<file path="config.mk">
export PLATFORM = sky130hd
export DESIGN_NAME = vtd_front_flat
export DESIGN_NICKNAME = d
export VERILOG_FILES = /design/src/hw/rtl/vtd_pkg.sv /design/src/hw/rtl/vtd_in_if.sv /design/src/hw/rtl/vtd_front.sv /design/src/flat_wrapper.sv
export SDC_FILE = /design/constraint.sdc
export NUM_CORES = 1
export LEC_CHECK = 0
export ABC_AREA = 1
export BUFFER_PORTS_ARGS = -buffer_cell sky130_fd_sc_hd__buf_2
export CAP_MARGIN = 0
export CORE_AREA = 5 5 98 100
export CTS_BUF_LIST = sky130_fd_sc_hd__clkbuf_4
export DETAILED_ROUTE_END_ITERATION = 10
export DIE_AREA = 0 0 103 105
export GPL_TIMING_DRIVEN = 0
export HOLD_SLACK_MARGIN = 0.15
export PLACE_DENSITY = 0.89
export RECOVER_POWER = 25
export SLEW_MARGIN = 20
export SYNTH_ARGS = -nofsm -noshare
export SYNTH_HDL_FRONTEND = slang
export SYNTH_SLANG_ARGS = --single-unit
</file>
<file path="constraint.sdc">
create_clock -name clk -period 6.4 [get_ports clk]
set_input_delay 0.32 -clock clk [delete_from_list [all_inputs] [get_ports clk]]
set_output_delay 0.32 -clock clk [all_outputs]
set_load 0.05 [all_outputs]
</file>
<file path="src/hw/rtl/vtd_pkg.sv">
`timescale 1ns / 1ps

package vtd_pkg;

  // Field widths of one corner and of one result.
  localparam int IDX_W  = 20;
  localparam int KEY_W  = 3 * IDX_W;
  localparam int VNUM_W = 8;

  // Request queue between the front and the back.
  localparam int QUEUE_DEPTH = 2;
  localparam int QPTR_W      = 1;
  localparam int QCNT_W      = 2;

  // One classified request: the mesh restart flag and the packed triple.
  typedef struct packed {
    logic             first_of_mesh;
    logic [KEY_W-1:0] key;
  } req_t;

  typedef logic [VNUM_W-1:0] vnum_t;

endpackage

</file>
<file path="src/hw/rtl/vtd_in_if.sv">
`timescale 1ns / 1ps

interface vtd_in_if;
  logic                      valid;
  logic                      ready;
  logic                      first_of_mesh;
  logic [vtd_pkg::IDX_W-1:0] position_index;
  logic [vtd_pkg::IDX_W-1:0] texture_index;
  logic [vtd_pkg::IDX_W-1:0] normal_index;

  modport source (
    output valid, first_of_mesh, position_index, texture_index, normal_index,
    input  ready
  );

  modport sink (
    input  valid, first_of_mesh, position_index, texture_index, normal_index,
    output ready
  );
endinterface

</file>
<file path="src/hw/rtl/vtd_front.sv">
`timescale 1ns / 1ps

module vtd_front (
  input  logic          clk,
  input  logic          rst_n,
  vtd_in_if.sink        in_if,
  output logic          req_valid,
  input  logic          req_ready,
  output vtd_pkg::req_t req
);

  vtd_pkg::req_t                 q_r [vtd_pkg::QUEUE_DEPTH];
  logic [vtd_pkg::QPTR_W-1:0]    wr_ptr_r, wr_ptr_nxt;
  logic [vtd_pkg::QPTR_W-1:0]    rd_ptr_r, rd_ptr_nxt;
  logic [vtd_pkg::QCNT_W-1:0]    count_r, count_nxt;
  logic                          push;
  logic                          pop;
  vtd_pkg::req_t                 in_req;

  // Pack the three indices into one key and keep the restart flag beside it.
  always_comb begin
    in_req.first_of_mesh = in_if.first_of_mesh;
    in_req.key = {in_if.position_index, in_if.texture_index, in_if.normal_index};
  end

  // Queue handshakes on both sides.
  assign in_if.ready = (count_r != vtd_pkg::QCNT_W'(vtd_pkg::QUEUE_DEPTH));
  assign push        = in_if.valid && in_if.ready;
  assign req_valid   = (count_r != '0);
  assign pop         = req_valid && req_ready;
  assign req         = q_r[rd_ptr_r];

  // Pointer and fill count updates.
  always_comb begin
    wr_ptr_nxt = push ? wr_ptr_r + 1'b1 : wr_ptr_r;
    rd_ptr_nxt = pop ? rd_ptr_r + 1'b1 : rd_ptr_r;
    count_nxt  = count_r;
    if (push && !pop) begin
      count_nxt = count_r + 1'b1;
    end else if (pop && !push) begin
      count_nxt = count_r - 1'b1;
    end
  end

  always_ff @(posedge clk) begin
    if (!rst_n) begin
      wr_ptr_r <= '0;
      rd_ptr_r <= '0;
      count_r  <= '0;
    end else begin
      wr_ptr_r <= wr_ptr_nxt;
      rd_ptr_r <= rd_ptr_nxt;
      count_r  <= count_nxt;
    end
  end

  // Queue storage needs no reset.
  always_ff @(posedge clk) begin
    if (push) begin
      q_r[wr_ptr_r] <= in_req;
    end
  end

endmodule

</file>
<file path="src/flat_wrapper.sv">
// flat-port wrapper written by rule: the top's interface ports become plain ports
module vtd_front_flat 
  (clk, rst_n, req_valid, req_ready, req, in_if_valid, in_if_first_of_mesh, in_if_position_index, in_if_texture_index, in_if_normal_index, in_if_ready);
  vtd_in_if in_if_i ();
  input  logic clk;
  input  logic rst_n;
  output logic req_valid;
  input  logic req_ready;
  output vtd_pkg::req_t req;
  input wire logic [$bits(in_if_i.valid)-1:0] in_if_valid;
  input wire logic [$bits(in_if_i.first_of_mesh)-1:0] in_if_first_of_mesh;
  input wire logic [$bits(in_if_i.position_index)-1:0] in_if_position_index;
  input wire logic [$bits(in_if_i.texture_index)-1:0] in_if_texture_index;
  input wire logic [$bits(in_if_i.normal_index)-1:0] in_if_normal_index;
  output wire logic [$bits(in_if_i.ready)-1:0] in_if_ready;
  assign in_if_i.valid = in_if_valid;
  assign in_if_i.first_of_mesh = in_if_first_of_mesh;
  assign in_if_i.position_index = in_if_position_index;
  assign in_if_i.texture_index = in_if_texture_index;
  assign in_if_i.normal_index = in_if_normal_index;
  assign in_if_ready = in_if_i.ready;
  vtd_front u_core (.clk(clk), .rst_n(rst_n), .in_if(in_if_i), .req_valid(req_valid), .req_ready(req_ready), .req(req));
endmodule
</file>
==> metrics.md <==
| Metric | Value |
|---|---|
| Sequential-to-total area share from yosys stat | `0.761` |
| Global-route wire length before repair | `15500 um` |
| Initial antenna violation count | `0` |
| Fin crit period | `2020 ps` |
| Nets | `505` |
| Ranking of synthesized cells by area | `edfxtp_1 (74%), mux2_4 (18%), buf_12 (2.4%), dfxtp_1 (2.0%), nand2_1 (0.68%)` |
| Final ANT Viol Nets | `0` |
| Fin area | `6670 um^2` |
| Sequential power share | `0.409` |
| Final Power | `0.00265 W` |
| CTS max path bufs | `2` |
| Die width | `103 um` |
| Synth area leader | `edfxtp_1` |
| TritonCTS clock tree | `done` |
| Pin count of the biggest net entering global routing | `28` |
| Die footprint | `10800 um^2` |
| Root buffer cell | `clkbuf_4` |
| Die Ht | `105 um` |
| Area of the core | `8590 um^2` |
| Flop2flop setup slack | `4680 ps` |
| Internal power | `0.00166 W` |
| Post-Syn Area | `4950 um^2` |
| Most Crowded Layer GR | `met2` |
| Post-Synthesis Mean Instance Area | `21.8 um^2` |
| Relative slew margins | `0.757` |
| Synth top cells by count | `edfxtp_1 (122), mux2_4 (60), nand2_1 (9)` |
| Pwr dens | `397 nW/um^2` |
| Fill cell count | `509` |
| Reg area | `3760 um^2` |
| Peak supply drop | `264 uV` |
| Worst setup EP type | `output pin` |
| MaxCap Viol Count | `0` |
| Drt via density | `4.92` |
| WL/cell | `17.4 um` |
| Fmax | `0.496 GHz` |
| Multi-input gate area | `1040 um^2` |
| Io pins | `128` |
| RSZ-0062 raised after global routing | `false` |
| Async S/R FF share, synth | `0` |
| CP Class | `flop to output pin` |
| DR vias | `2757` |
| Hold Vio Cnt, Final | `0` |
| Comb pwr share | `0.396` |
| H-tree level count | `4` |
| Req. time, crit path | `6080 ps` |
| First DRT Iteration DRCs | `76` |
| Layout Skew | `21.5 ps` |
| Sw frac | `0.374` |
| Status | `complete, no violations` |
| Total wire length | `9730 um` |
| Yosys warns | `0` |
| Area share of the largest cell type after synthesis | `0.741` |
| RePlAce Congestion | `0.721` |
| Met1 Resource Use GR | `0.211` |
| Row cnt | `34` |
| M2 GR Usage | `0.349` |
| Fin crit share | `0.315` |
| Worst hold path type | `input pin to flop` |
| Hpwl dp | `6280 um` |
| # diodes | `0` |
| Vias in the first global route | `3116` |
| Finished Layout Cells | `560` |
| Count leader, synth | `edfxtp_1` |
| Gr ovfl total | `0` |
| Worst skew pair latency | `480 ps` |
| Number of CTS-inserted buffers | `17` |
| Leakage | `2.63 nW` |
| Post-synth cell types | `15` |
| Top_reg_cell synth | `edfxtp_1` |
| Drt pass-1 iters | `5` |
| Buffers on Ports | `127` |
| GRT Resource Usage Total | `0.194` |
| Critical Path Fanout Max | `10` |
| Layout cells sized above 1 | `0.451` |
| Element type at the critical path start | `flop` |
| Final setup violation count | `0` |
| GRT met3 Usage | `0.0633` |
| Syn nets | `293` |
| Clock sinks | `127` |
| Cell Area, Placed | `5810 um^2` |
| DR DRC count | `0` |
| WP data arrival | `1700 ps` |
| Initial Utilization | `0.576` |
| Syn Inst Count | `227` |
| Switching pwr | `0.000992 W` |
| Placed cells | `466` |
| Clock power frac | `0.195` |
| Yosys reg bits | `127` |
| Max-slew violations | `0` |
| Worst Max-Slew Pin Slew | `363 ps` |
| EDFF count, synth | `122` |
| Reg clk slew, reported paths | `100 ps` |
| Setup_tns | `0 ps` |
| Syn-to-layout area delta | `34.8%` |
[state kept, by name (all words and copies together) (netlist names), named ones only]
name / count
u_core.wr_ptr_r: 1
u_core.q_r: 122
u_core.count_r: 2
u_core.rd_ptr_r: 1
[per-stage QoR]
stage / setup WS, ps / hold slack (ps) / utilization
final: 4380 / 317 / 0.776
after CTS: 4320 / 252 / 0.780
after detailed placement: 4780 / 512 / 0.676
after global placement: 1600 / 479 / 0.665
after floorplan: 2400 / 419 / -
after global routing: 4260 / 295 / 0.776
[cell type report]
class | count | area share
Buffer | 7 | 0.0197
Clock inverter | 12 | 0.0184
Sequential cell | 127 | 0.564
Tap cell | 108 | 0.0203
Timing Repair Buffer | 193 | 0.195
Multi-Input combinational cell | 85 | 0.156
Clock buffer | 20 | 0.0225
Inverter | 8 | 0.00450
[logic make-up (layout without fill, tap and decap cells)]
logic type,Yosys count,count (layout),share of synthesized area
adder cells (fa/ha/maj),1,1,0.00253
multiplexers,61,61,0.184
buffers and inverters,15,240,0.0326
flip-flops,127,127,0.761
AO/OA/AOI/OAI,4,4,0.00455
AND/OR/NAND/NOR,19,19,0.0152
[worst paths after layout]
kind                             to               from  cells after the start
hold / removal                 flop          req_ready                      4
setup reg to reg  u_core.count_r[1]  u_core.count_r[0]                     10
hold reg to reg                flop    u_core.rd_ptr_r                      2
setup / recovery            req[31]               flop                      4
[routing by layer]
metal,part of all wire,vias to the layer above
met5,0,-
met4,0.017,0
met3,0.056,17
met2,0.57,96
met1,0.36,1334
li1,-,1310
[timing repair]
action                                 in CTS  in global routing
endpoints found under the hold margin     127                  0
hold buffers                               62                  0
gates resized for setup                     0                  0
buffers inserted                            0                  0
[placed cells by master (no fill, tap or decap), drive strengths merged]
| master | instances |
|---|---|
| a21oi | 1 |
| dlygate4sd3 | 62 |
| dfxtp | 5 |
| mux2 | 61 |
| nor2 | 8 |
| ha | 1 |
| clkinv | 8 |
| nand2 | 9 |
| clkbuf | 51 |
| nand4 | 1 |
| buf | 107 |
| edfxtp | 122 |
| nand3 | 1 |
| inv | 8 |
| o21a | 1 |
| clkinvlp | 2 |
| o21ai | 2 |
| bufinv | 2 |
[critical path, stage by stage, from the launching register on]
cell and delay, ps:
dfxtp_1 340, buf_6 190, buf_12 170, mux2_4 310
buf_2 220
[power by group through the flow]
stage / clock network (W) / logic (W) / registers [W]
floorplan: 0 / 0.000815 / 0.00110
global placement: 0 / 0.000976 / 0.00111
detailed placement: 0 / 0.00102 / 0.00110
CTS: 0.000529 / 0.00105 / 0.00108
global route: 0.000572 / 0.00110 / 0.00110
finish: 0.000516 / 0.00105 / 0.00108
Note: power is estimated with default switching activity, not from simulation.
